<file path="src/rtl/core/scanline_polygon_span_fill_core_defines.svh">
// Assertion macros used by the span fill core top level.
`ifndef SCANLINE_POLYGON_SPAN_FILL_CORE_DEFINES_SVH
`define SCANLINE_POLYGON_SPAN_FILL_CORE_DEFINES_SVH
// Implication checked on every clock edge outside reset.
`define SPF_ASSERT_IMP(label, clk, rstn, pre, post, msg) \
    label: assert property (@(posedge clk) disable iff (!rstn) (pre) |-> (post)) \
        else $error(msg);
// Next-cycle implication checked outside reset.
`define SPF_ASSERT_NEXT(label, clk, rstn, pre, post, msg) \
    label: assert property (@(posedge clk) disable iff (!rstn) (pre) |=> (post)) \
        else $error(msg);
`endif

</file>
<file path="src/rtl/core/spf_pkg.sv">
// Package: shared types and constants of the span fill core.
package spf_pkg;
    localparam logic [1:0] KIND_LOAD   = 2'd0;
    localparam logic [1:0] KIND_ROW    = 2'd1;
    localparam logic [1:0] KIND_CLEAR  = 2'd2;
    localparam logic [1:0] KIND_UNUSED = 2'd3;
    localparam int MAX_SPANS = 8;

    typedef enum logic [3:0] {
        ST_IDLE, ST_BUILD_RD, ST_BUILD_EDGE, ST_DIV_WAIT, ST_BUILD_WR,
        ST_END_SCAN, ST_CHECK, ST_ROW_SCAN, ST_EMIT, ST_EMIT_WAIT,
        ST_UPDATE, ST_DONE_OUT
    } spf_state_t;

    // Divider handshake.
    typedef struct packed {
        logic start;
    } spf_div_ctl_t;
endpackage

</file>
<file path="src/rtl/core/spf_divider.sv">
// Restoring divider: quotient of a dividend by a divisor, one bit per cycle.
module spf_divider
    import spf_pkg::*;
#(
    parameter int NUM_W = 32,
    parameter int DEN_W = 16
) (
    input  logic             aclk,
    input  logic             aresetn,
    input  spf_div_ctl_t     ctl,
    input  logic [NUM_W-1:0] num,
    input  logic [DEN_W-1:0] den,
    output logic             busy,
    output logic [NUM_W-1:0] quot
);
    localparam int CNT_W = $clog2(NUM_W + 1);

    logic [NUM_W-1:0] q_reg, q_next;
    logic [DEN_W:0]   r_reg, r_next;
    logic [DEN_W-1:0] d_reg, d_next;
    logic [CNT_W-1:0] cnt_reg, cnt_next;
    logic [DEN_W:0]   trial;
    logic [DEN_W+1:0] sh;

    // Shift one dividend bit in and try the subtract.
    always_comb begin
        q_next   = q_reg;
        r_next   = r_reg;
        d_next   = d_reg;
        cnt_next = cnt_reg;
        sh       = {r_reg, q_reg[NUM_W-1]};
        trial    = '0;
        if (ctl.start) begin
            q_next   = num;
            r_next   = '0;
            d_next   = den;
            cnt_next = CNT_W'(NUM_W);
        end else if (cnt_reg != '0) begin
            if (sh >= {1'b0, 1'b0, d_reg}) begin
                trial  = (DEN_W+1)'(sh - {2'b00, d_reg});
                r_next = trial;
                q_next = {q_reg[NUM_W-2:0], 1'b1};
            end else begin
                r_next = sh[DEN_W:0];
                q_next = {q_reg[NUM_W-2:0], 1'b0};
            end
            cnt_next = cnt_reg - 1'b1;
        end
    end

    always_ff @(posedge aclk) begin
        if (!aresetn) begin
            cnt_reg <= '0;
        end else begin
            cnt_reg <= cnt_next;
        end
        q_reg <= q_next;
        r_reg <= r_next;
        d_reg <= d_next;
    end

    assign busy = (cnt_reg != '0);
    assign quot = q_reg;
endmodule

</file>
<file path="src/rtl/core/scanline_polygon_span_fill_core.sv">
// Top level of the scanline polygon span fill core (even-odd rule).
//  channel | dir | tdata (low bit up)                      | tuser / tlast
//  s_      | in  | vertex_x[9:0], vertex_y[19:10]          | tuser=kind, no tlast
//  m_      | out | scan_y, x_left, x_right, has_span, done  | tlast=last
// Load, clear and unused-kind words are taken in idle, where s_tready stays high.
// The first row step builds the edge table: each vertex is read, ordered by y and written,
// with a wait on the bit-serial slope divider (26 quotient bits) for each sloped edge.
// Each row walks the edge slots, checks for the end, inserts each crossing by insertion
// sort and emits its output words; the output register holds a word while m_tready is
// low, and s_tready stays low until the item is finished.
// Synchronous active-low reset clears counts, valid bits and control state.
`include "scanline_polygon_span_fill_core_defines.svh"
module scanline_polygon_span_fill_core
    import spf_pkg::*;
#(
    parameter int MAX_VERTICES = 16,
    parameter int COORD_BITS   = 10,
    parameter int FRAC_BITS    = 16
) (
    input  logic                    aclk,
    input  logic                    aresetn,
    input  logic                    s_tvalid,
    output logic                    s_tready,
    input  logic [((2*COORD_BITS+7)/8)*8-1:0] s_tdata,  // vertex_x, vertex_y
    input  logic [1:0]              s_tuser,  // kind
    output logic                    m_tvalid,
    input  logic                    m_tready,
    output logic [((3*COORD_BITS+9)/8)*8-1:0] m_tdata, // scan_y, x_left, x_right, has_span, done_res
    output logic                    m_tlast   // last
);
    localparam int CW  = COORD_BITS;
    localparam int XW  = COORD_BITS + FRAC_BITS;
    localparam int SW  = XW + 1;
    localparam int IW  = $clog2(MAX_VERTICES);
    localparam int NW  = $clog2(MAX_VERTICES + 1);
    localparam int NUMW = CW + FRAC_BITS;
    localparam int MDW = ((3*COORD_BITS+9)/8)*8;
    localparam logic [XW-1:0] XMAX = {XW{1'b1}};
    localparam logic [XW-1:0] HALF = XW'(1) << (FRAC_BITS - 1);

    // Vertex and edge stores.
    logic [CW-1:0] vx_mem [MAX_VERTICES];
    logic [CW-1:0] vy_mem [MAX_VERTICES];
    logic [CW-1:0] lo_mem [MAX_VERTICES];
    logic [CW-1:0] hi_mem [MAX_VERTICES];
    logic [XW-1:0] x_mem  [MAX_VERTICES];
    logic [SW-1:0] st_mem [MAX_VERTICES];
    logic [MAX_VERTICES-1:0] ev_reg;
    logic [CW-1:0] cr_mem [MAX_VERTICES];

    spf_state_t state_reg, state_next;
    logic [NW-1:0] vcnt_reg;
    logic          built_reg;
    logic [CW:0]   row_reg;
    logic [CW-1:0] end_reg;
    logic          any_reg;
    logic [IW-1:0] idx_reg;
    logic [NW-1:0] ncr_reg;
    logic [NW-1:0] emit_reg;
    logic [IW-1:0] ins_reg;
    logic          inserting_reg;
    logic [CW-1:0] c_reg;
    logic [NW-1:0] kcnt_reg;
    // Build temporaries.
    logic [CW-1:0] xa_reg, ya_reg, xb_reg, yb_reg;
    logic [CW-1:0] lo_reg, hi_reg, xl_reg;
    logic          neg_reg;

    // Output register.
    logic          mv_reg;
    logic [3*CW+1:0] md_reg;
    logic          ml_reg;

    logic          acc;
    assign acc = s_tvalid && s_tready;
    assign s_tready = (state_reg == ST_IDLE);
    assign m_tvalid = mv_reg;
    assign m_tdata  = MDW'(md_reg);
    assign m_tlast  = ml_reg;

    // Divider: operands taken straight from the fetched endpoints.
    spf_div_ctl_t    dctl;
    logic            dbusy;
    logic [NUMW-1:0] dquot;
    logic [NUMW-1:0] dnum;
    logic [CW-1:0]   dden;
    logic [CW-1:0]   dy;
    logic [CW-1:0]   adx;
    assign dy   = (ya_reg < yb_reg) ? (yb_reg - ya_reg) : (ya_reg - yb_reg);
    assign adx  = (xa_reg < xb_reg) ? (xb_reg - xa_reg) : (xa_reg - xb_reg);
    assign dnum = ({adx, FRAC_BITS'(0)}) + NUMW'(dy >> 1);
    assign dden = dy;
    assign dctl.start = (state_reg == ST_BUILD_EDGE) && (ya_reg != yb_reg);

    spf_divider #(.NUM_W(NUMW), .DEN_W(CW)) u_div (
        .aclk(aclk), .aresetn(aresetn), .ctl(dctl), .num(dnum), .den(dden),
        .busy(dbusy), .quot(dquot)
    );

    logic [IW-1:0] nxt_idx;
    assign nxt_idx = ((NW'(idx_reg) + 1'b1) < vcnt_reg) ? IW'(idx_reg + 1'b1) : '0;
    logic last_idx;
    assign last_idx = (NW'(idx_reg) == NW'(MAX_VERTICES - 1));

    // Current edge fields.
    logic [CW-1:0] e_lo, e_hi;
    logic [XW-1:0] e_x;
    logic [SW-1:0] e_st;
    logic          e_act;
    logic [XW:0]   rnd;
    logic [CW-1:0] rc;
    logic signed [XW+1:0] nx;
    assign e_lo = lo_mem[idx_reg];
    assign e_hi = hi_mem[idx_reg];
    assign e_x  = x_mem[idx_reg];
    assign e_st = st_mem[idx_reg];
    assign e_act = ev_reg[idx_reg] && ({1'b0, e_lo} <= row_reg) &&
                   ((row_reg < {1'b0, e_hi}) ||
                    ((row_reg == {1'b0, end_reg}) && (e_hi == end_reg)));
    assign rnd = {1'b0, e_x} + {1'b0, HALF};
    assign rc  = (rnd[XW:FRAC_BITS] > (XW-FRAC_BITS+1)'({CW{1'b1}})) ? {CW{1'b1}}
                 : CW'(rnd[XW:FRAC_BITS]);
    assign nx  = $signed({2'b00, e_x}) + $signed({e_st[SW-1], e_st});

    logic [CW-1:0] cl, cr_v;
    logic          odd_end;
    assign cl      = cr_mem[IW'(emit_reg)];
    assign odd_end = (emit_reg + 1'b1) >= ncr_reg;
    assign cr_v    = odd_end ? cl : cr_mem[IW'(emit_reg + 1'b1)];

    // Insertion finishes this cycle.
    logic          ins_place;
    assign ins_place = inserting_reg && !(ins_reg != '0 && cr_mem[ins_reg - 1'b1] > c_reg);

    // Sequencer.
    always_comb begin
        state_next = state_reg;
        unique case (state_reg)
            ST_IDLE: begin
                if (acc && s_tuser == KIND_ROW) begin
                    state_next = built_reg ? ST_END_SCAN : ST_BUILD_RD;
                end
            end
            ST_BUILD_RD:   state_next = (vcnt_reg == '0) ? ST_END_SCAN : ST_BUILD_EDGE;
            ST_BUILD_EDGE: state_next = (ya_reg == yb_reg) ? ST_BUILD_WR : ST_DIV_WAIT;
            ST_DIV_WAIT:   state_next = dbusy ? ST_DIV_WAIT : ST_BUILD_WR;
            ST_BUILD_WR: begin
                state_next = (NW'(idx_reg) + 1'b1 >= vcnt_reg) ? ST_END_SCAN : ST_BUILD_RD;
            end
            ST_END_SCAN:  state_next = last_idx ? ST_CHECK : ST_END_SCAN;
            ST_CHECK: begin
                state_next = (!any_reg || row_reg > {1'b0, end_reg}) ? ST_DONE_OUT
                                                                     : ST_ROW_SCAN;
            end
            ST_ROW_SCAN: begin
                if ((ins_place && last_idx) || (!inserting_reg && last_idx && !e_act)) begin
                    state_next = ST_EMIT;
                end
            end
            ST_EMIT:      state_next = ST_EMIT_WAIT;
            ST_EMIT_WAIT: begin
                if (!mv_reg || m_tready) begin
                    if (ml_reg) begin
                        state_next = md_reg[3*CW+1] ? ST_IDLE : ST_UPDATE;
                    end else begin
                        state_next = ST_EMIT;
                    end
                end
            end
            ST_UPDATE:    state_next = last_idx ? ST_IDLE : ST_UPDATE;
            ST_DONE_OUT:  state_next = ST_EMIT_WAIT;
            default:      state_next = ST_IDLE;
        endcase
    end

    always_ff @(posedge aclk) begin
        if (!aresetn) begin
            state_reg <= ST_IDLE;
        end else begin
            state_reg <= state_next;
        end
    end

    // Datapath and control registers.
    always_ff @(posedge aclk) begin
        if (!aresetn) begin
            vcnt_reg      <= '0;
            built_reg     <= 1'b0;
            row_reg       <= '0;
            ev_reg        <= '0;
            idx_reg       <= '0;
            any_reg       <= 1'b0;
            inserting_reg <= 1'b0;
            mv_reg        <= 1'b0;
            ml_reg        <= 1'b0;
            ncr_reg       <= '0;
            emit_reg      <= '0;
            kcnt_reg      <= '0;
        end else begin
            if (mv_reg && m_tready) mv_reg <= 1'b0;
            unique case (state_reg)
                ST_IDLE: begin
                    idx_reg <= '0;
                    any_reg <= 1'b0;
                    if (acc) begin
                        if (s_tuser == KIND_LOAD) begin
                            if (!built_reg && vcnt_reg < NW'(MAX_VERTICES)) begin
                                vx_mem[IW'(vcnt_reg)] <= s_tdata[CW-1:0];
                                vy_mem[IW'(vcnt_reg)] <= s_tdata[2*CW-1:CW];
                                vcnt_reg <= vcnt_reg + 1'b1;
                            end
                        end else if (s_tuser == KIND_CLEAR) begin
                            vcnt_reg  <= '0;
                            built_reg <= 1'b0;
                            row_reg   <= '0;
                            ev_reg    <= '0;
                        end
                        if (s_tuser == KIND_ROW && !built_reg) begin
                            ev_reg  <= '0;
                            row_reg <= {1'b0, {CW{1'b1}}};
                        end
                    end
                end
                ST_BUILD_RD: begin
                    xa_reg <= vx_mem[idx_reg];
                    ya_reg <= vy_mem[idx_reg];
                    xb_reg <= vx_mem[nxt_idx];
                    yb_reg <= vy_mem[nxt_idx];
                end
                ST_BUILD_EDGE: begin
                    // Order endpoints by y; xa_reg keeps the upper x.
                    if (ya_reg < yb_reg) begin
                        lo_reg <= ya_reg; hi_reg <= yb_reg; xl_reg <= xa_reg;
                        xa_reg <= xb_reg; neg_reg <= (xb_reg < xa_reg);
                    end else begin
                        lo_reg <= yb_reg; hi_reg <= ya_reg; xl_reg <= xb_reg;
                        neg_reg <= (xa_reg < xb_reg);
                    end
                end
                ST_BUILD_WR: begin
                    if (ya_reg != yb_reg) begin
                        lo_mem[idx_reg] <= lo_reg;
                        hi_mem[idx_reg] <= hi_reg;
                        x_mem[idx_reg]  <= {xl_reg, FRAC_BITS'(0)};
                        st_mem[idx_reg] <= neg_reg ? SW'(-$signed({1'b0, dquot}))
                                                   : SW'(dquot);
                        ev_reg[idx_reg] <= 1'b1;
                        if ({1'b0, lo_reg} < row_reg) row_reg <= {1'b0, lo_reg};
                    end
                    if (NW'(idx_reg) + 1'b1 >= vcnt_reg) begin
                        built_reg <= 1'b1;
                        idx_reg   <= '0;
                        if (row_reg == {1'b0, {CW{1'b1}}} && ya_reg == yb_reg
                            && ev_reg == '0) row_reg <= '0;
                    end else begin
                        idx_reg <= idx_reg + 1'b1;
                    end
                end
                ST_END_SCAN: begin
                    built_reg <= 1'b1;
                    if (ev_reg[idx_reg]) begin
                        if (!any_reg || e_hi > end_reg) end_reg <= e_hi;
                        any_reg <= 1'b1;
                    end
                    idx_reg <= last_idx ? '0 : idx_reg + 1'b1;
                end
                ST_CHECK: begin
                    ncr_reg       <= '0;
                    inserting_reg <= 1'b0;
                    idx_reg       <= '0;
                end
                ST_ROW_SCAN: begin
                    // Insertion sort: one shift step per cycle.
                    if (inserting_reg) begin
                        if (ins_reg != '0 && cr_mem[ins_reg - 1'b1] > c_reg) begin
                            cr_mem[ins_reg] <= cr_mem[ins_reg - 1'b1];
                            ins_reg <= ins_reg - 1'b1;
                        end else begin
                            cr_mem[ins_reg] <= c_reg;
                            ncr_reg <= ncr_reg + 1'b1;
                            inserting_reg <= 1'b0;
                            idx_reg <= last_idx ? idx_reg : idx_reg + 1'b1;
                            if (last_idx) idx_reg <= '0;
                        end
                    end else if (e_act && !(last_idx && ncr_reg == NW'(MAX_VERTICES))) begin
                        c_reg <= rc;
                        ins_reg <= IW'(ncr_reg);
                        inserting_reg <= 1'b1;
                    end else begin
                        idx_reg <= last_idx ? '0 : idx_reg + 1'b1;
                    end
                    emit_reg <= '0;
                    kcnt_reg <= '0;
                end
                ST_EMIT: begin
                    mv_reg <= 1'b1;
                    if (ncr_reg == '0) begin
                        md_reg <= {2'b00, {CW{1'b0}}, {CW{1'b0}}, row_reg[CW-1:0]};
                        ml_reg <= 1'b1;
                    end else begin
                        md_reg <= {2'b01, cr_v, cl, row_reg[CW-1:0]};
                        ml_reg <= ((emit_reg + 2'd2) >= ncr_reg) ||
                                  (kcnt_reg == NW'(MAX_SPANS - 1));
                        emit_reg <= emit_reg + 2'd2;
                        kcnt_reg <= kcnt_reg + 1'b1;
                    end
                end
                ST_EMIT_WAIT: begin
                    if ((!mv_reg || m_tready) && ml_reg) begin
                        idx_reg <= '0;
                        if (md_reg[3*CW+1]) ml_reg <= 1'b0;
                    end
                end
                ST_UPDATE: begin
                    if (e_act) begin
                        if (nx < 0) x_mem[idx_reg] <= '0;
                        else if (nx > $signed({2'b00, XMAX})) x_mem[idx_reg] <= XMAX;
                        else x_mem[idx_reg] <= XW'(nx);
                    end
                    if (last_idx) begin
                        row_reg <= row_reg + 1'b1;
                        ml_reg  <= 1'b0;
                        idx_reg <= '0;
                    end else begin
                        idx_reg <= idx_reg + 1'b1;
                    end
                end
                ST_DONE_OUT: begin
                    mv_reg <= 1'b1;
                    md_reg <= {2'b10, {(3*CW){1'b0}}};
                    ml_reg <= 1'b1;
                end
                default: ;
            endcase
        end
    end

    `SPF_ASSERT_IMP(a_ready_idle, aclk, aresetn, s_tready, !mv_reg || state_reg == ST_IDLE, "ready outside idle")
    `SPF_ASSERT_NEXT(a_hold, aclk, aresetn, m_tvalid && !m_tready, m_tvalid && $stable(m_tdata), "output word dropped")
    `SPF_ASSERT_IMP(a_cnt, aclk, aresetn, 1'b1, vcnt_reg <= NW'(MAX_VERTICES), "vertex count overflow")
endmodule
</file>
<file path="config.mk">
export PLATFORM = sky130hd
export DESIGN_NAME = scanline_polygon_span_fill_core
export DESIGN_NICKNAME = d
export VERILOG_FILES = /design/src/rtl/core/spf_pkg.sv /design/src/rtl/core/spf_divider.sv /design/src/rtl/core/scanline_polygon_span_fill_core.sv
export VERILOG_INCLUDE_DIRS = /design/src /design/src/rtl/core
export SDC_FILE = /design/constraint.sdc
export NUM_CORES = 2
export LEC_CHECK = 0
export BUFFER_PORTS_ARGS = -buffer_cell sky130_fd_sc_hd__buf_4
export CAP_MARGIN = 20
export CORE_ASPECT_RATIO = 0.5
export CORE_MARGIN = 5
export CORE_UTILIZATION = 45
export DETAILED_ROUTE_END_ITERATION = 10
export PLACE_DENSITY = 0.72
export SETUP_SLACK_MARGIN = 0.02
export SLEW_MARGIN = 20
export SYNTH_ARGS = -nofsm -noshare
export SYNTH_HDL_FRONTEND = slang
export SYNTH_SLANG_ARGS = --single-unit
</file>
<file path="constraint.sdc">
create_clock -name aclk -period 8.2 [get_ports aclk]
set_clock_uncertainty 0.2 [all_clocks]
set_input_delay 1.23 -clock aclk [delete_from_list [all_inputs] [get_ports aclk]]
set_output_delay 1.23 -clock aclk [all_outputs]
set_load 0.01 [all_outputs]
</file>
# Yosys cells after proc, flatten, opt, wreduce, memory -nomap -nowiden
# Memories as Yosys holds them, arrays and structs flattened. A register that Yosys moved wholly into a read port is not among the register bits.
# Index checks and enable logic that the tools add are counted.
# totals
mem_count,7
word_cells,341
inputBits,30
ff_bits,209
rom_bits,0
ramBits,1648
latch_bits,0
# mem_list
name,depth,word_bits,rd,rd_ports_with_merged_regs,write_ports,line_no,text
st_mem,16,27,1,1,1,scanline_polygon_span_fill_core.sv:47,logic [SW-1:0] st_mem [MAX_VERTICES];
x_mem,16,26,1,1,1,scanline_polygon_span_fill_core.sv:46,logic [XW-1:0] x_mem [MAX_VERTICES];
cr_mem,16,10,3,1,1,scanline_polygon_span_fill_core.sv:49,logic [CW-1:0] cr_mem [MAX_VERTICES];
hi_mem,16,10,1,1,1,scanline_polygon_span_fill_core.sv:45,logic [CW-1:0] hi_mem [MAX_VERTICES];
lo_mem,16,10,1,1,1,scanline_polygon_span_fill_core.sv:44,logic [CW-1:0] lo_mem [MAX_VERTICES];
vx_mem,16,10,2,2,1,scanline_polygon_span_fill_core.sv:42,logic [CW-1:0] vx_mem [MAX_VERTICES];
+1 memories,--,--,--,--,--,--,
# op_classes
eq_ne,43
n_lt_le_gt_ge,20
n_shift,0
reduce_logical,75
div_mod_pow,0
n_bitwise,7
muxes,143
multipliers,0
addsub,19
# ops
op,n
$mux 26,5
$mux 4,29
$mux 11,10
$mux 10,8
$mux 16,5
$pmux 32 s2,1
$mux 1,54
$mux 5,9
$pmux 4 s11,1
$sub 10x10->10,4
$pmux 11 s3,1
$pmux 16 s2,1
$mux 31,1
$lt 10x10->1,3
$pmux 5 s2,3
$add 27x27->28,1
$gt 28x27->1 const B,1
$lt 28x1->1 const B,1
$add 26x16->27 const B,1
$mux 27,1
$neg 26->27,1
$add 26x9->26,1
$ne 2x2->1 const B,12
$reduce_and 4->1,6
other kinds (63),147

# Depth between registers and ports, before layout
# depth
ltp_word,11
ltp_mapped,21
depth_no_buf,15

# Hierarchy
# Synthesis repeated with hierarchy kept, for this count alone.
# unflattened
cells_unflattened,4918
area_unflattened_um2,84507.3
# by_module_without_submodules
module,seq_area_each_um2,cells_each,instances,area_per_inst_um2
scanline_polygon_span_fill_core,54662.4,4683,1,81752.2
spf_divider,1401.3,235,1,2755.1

# Worst setup path after synthesis
# Ideal clock, no wire load.
# synth_path
path_kind,register -> register
from,reg with a tool-made name
to,mem x_mem[0][0] (netlist bit) (enable)
path_buffers,9
stages_incl_launch_ff,22
setup_slack_ps,2000
required_time_ps,7591
synth_period_minus_slack_ps,6200
t_arrival_ps,5591
cell_sequence,dfxtp_1 buf_2 buf_2 buf_4 buf_4 buf_4 buf_2 buf_1 mux4_2 mux4_2 inv_1 ha_1 a21o_1 a21o_1 a21o_1 a211oi_2 a21oi_4 nor3_2 nor2b_1 buf_2 buf_4 nor2_1
# synth_lines
element,line_no
to (decl),scanline_polygon_span_fill_core.sv:46

==> results.ini <==
[clock_network]
post-cts-setup-buffer-count=0
htree_levels=4
cts_root_buffer=clkbuf_16
cts_buffer_depth=3
clk_pin_slew_worst_paths_ns=0.07
cts_buffers=172
cts_resized=0
clock-sinks=1895
cts_hold_buffers=0
cts_tree=built
worst_skew_pair.late_latency_ns=0.82

[critical_path]
reg2reg_to=x_mem[1][3]
path_class=reg -> reg
crit_chain=buf_4, mux4_2, mux4_2, ha_1, a21oi_1, o22ai_1, o211ai_1, o31ai_1, a21oi_1, a21oi_1, xnor2_4, buf_4, a21oi_1
rr_worst_depth=13
crit_path_start_kind=flip-flop
r2r_slack_ns=1.36
end_kind=flip-flop
max_stage_delay_ns=1.02
cp.arrival_ns=7.10
crit_fanout=61
path_common_cell=a21oi_1
required_ns=8.45
cp_slowest_cell=dfxtp_4
crit_path_end=x_mem[1][3]

[pwr]
p_clk_share_pct=35.3
max-vdd-ir-drop_mv=0.211
pwr-share-comb_pct=13.9
p_per_area_nw_per_um2=241
switching_share_pct=25.9
pwr-share-seq_pct=50.7
cellLeakagePower_nw=28.5
p_switching_mw=5.88
cell_internal_pwr_mw=16.8

[placed_design]
globalplace.congestion=0.899
port_buffers=60
hpwl_um=125000

[synth]
syn_area_um2=84400
mappedNetlistNets=5110
synth_cell_types=95
synth_edf_count=1811
synth-main-ff-cell=edfxtp_1
synth_top_area_share_pct=64.4
syn_inst=4904
ys_seq_area_share_pct=66.4
synth_area_per_cell_um2=17.2
netlist_top_cells_area=edfxtp_1, mux4_2, ha_1
synth_seq_cells=1895
async_flop_share_pct=0
synth_top_cell_by_area=edfxtp_1
yosys_warnings=0

[detailed_routing]
drc=0
vias=48100
drt_iter0_drc=6029
dr.pass1.iters=9
wl_per_cell_um=27.8
via_per_inst=6.28
drtAntennaViolNets=0
routed_wirelength_um=213000

[sta]
slew_viol_final=0
hold_viol_final=0
tightest_slew_ns=1.15
timing.fmax_mhz=146
fin_crit_sh_pct=83.4
min_period_ns=6.84
setup_viol=0
fin_tns_setup_ns=0
hold_ws_ns=0.296
slew_headroom_pct=23.1
grt_setup_unrepaired=false

[floorplan]
core_um2=187000
num_rows=112
pin_count=65
start_util_pct=45.3
fp.dieH_um=316
die-area_um2=197000
fp.dieW_um=623

[job]
max-cap-violations=0

[final_layout]
register_area_um2=56100
regMostFlops=st_mem
top_regs=st_mem x432, x_mem x416
multi_input_area_um2=27200
final_cell_mix=edfxtp_1, mux4_2, nand2_1
drive_gt1_share_pct=24.8
area_delta_synth_final_pct=11.6
nets=5208
largest_reg_flops=432
layout_commonest_cell=edfxtp_1
fillers=14500

[global_routing]
globalRouteOverflowTotal=0
grt_pass1_wl_um=315000
grt_max_degree=62
grt_pass1_vias=48000
grt.total_usage_pct=21.4
antenna_found_initial=6

[min_path]
hold_path_class=reg -> reg

[run_status]
status=complete, no violations

Yosys cell counts (all sizes together), types with 13 or more instances:
cell / instances
edfxtp: 1811
mux4: 608
nand2: 394
a21oi: 200
nor2: 198
clkbuf: 180
ha: 170
o21ai: 162
inv: 151
buf: 101
nand3: 89
dfxtp: 84
mux2: 84
xnor2: 65
mux2i: 48
a31oi: 44
and3: 43
nor2b: 42
nor3: 35
a21o: 33
xor2: 33
a221oi: 32
and2: 23
nand2b: 22
nand4: 22
o221ai: 18
o21a: 15
a211oi: 14
o31ai: 14
o32ai: 14
o211ai: 13
cell type report:
| class | instances | share of cell area [%] |
|---|---|---|
| clock buffer | 200 | 4.75 |
| antenna | 4 | 0.0106 |
| inverter | 153 | 0.609 |
| timing repair buffer | 205 | 1.80 |
| sequential | 1895 | 59.5 |
| tap | 2508 | 3.33 |
| multi-input combinational | 2575 | 28.8 |
| clock inverter | 120 | 1.18 |
per-stage QoR:
stage	cells	setup slack [ns]	cell area [um^2]	utilization [%]	total power, mW
after floorplan	4904	2.00	84400	-	13.7
after detailed placement	7333	1.34	88400	47.4	14.8
after global routing	7656	0.971	94200	50.5	23.5
after global placement	7332	1.59	88400	47.4	14.6
final	7660	1.36	94300	50.5	22.7
after CTS	7653	1.30	94000	50.4	22.7
worst min path at each step:
stage	from	slack, ns	to	cells past startpoint
floorplan	u_div.r_reg[1]	0.25	u_div.r_reg[1]	2
finish	kcnt_reg[1]	0.30	kcnt_reg[1]	2
global placement	u_div.r_reg[8]	0.27	u_div.r_reg[8]	2
global route	u_div.r_reg[1]	0.33	u_div.r_reg[1]	2
CTS	u_div.r_reg[1]	0.29	u_div.r_reg[1]	2
detailed placement	u_div.r_reg[1]	0.29	u_div.r_reg[1]	2
power by group through the flow:
stage	logic, mW	registers (mW)	clock network [mW]
after floorplan	2.13	11.6	0
after global placement	2.91	11.7	0
after detailed placement	3.06	11.7	0
after CTS	3.08	11.5	8.12
after global routing	3.43	11.5	8.56
final	3.16	11.5	8.03
cells by family (layout without fill, tap and decap cells):
family          count (synthesis)  after routing  share of synthesized area, %
other cells                     0              4                             0
buf+inv                       434            678                          2.11
compound gates                652            652                          4.97
xor+xnor                       98             98                          1.03
simple gates                  909            909                          4.91
mux                           740            740                          17.9
fa+ha+maj                     176            176                          2.66
flops                        1895           1895                          66.4
per-layer routing:
layer	GRT usage, %	part of all wire (%)	up-vias
met1	29.9	39	24800
met4	7.70	3.3	2
met5	0	0.0061	-
met2	33.8	47	2837
met3	4.26	10	429
li1	-	-	20000
critical path, delay by kind of cell, from the launching register on:
family	cells	cell delay (ns)
flops	1	1.02
compound gates	7	2.83
buf+inv	2	0.74
fa+ha+maj	1	0.39
mux	2	0.88
xor+xnor	1	0.30
Power figures use the tool's default switching activity.
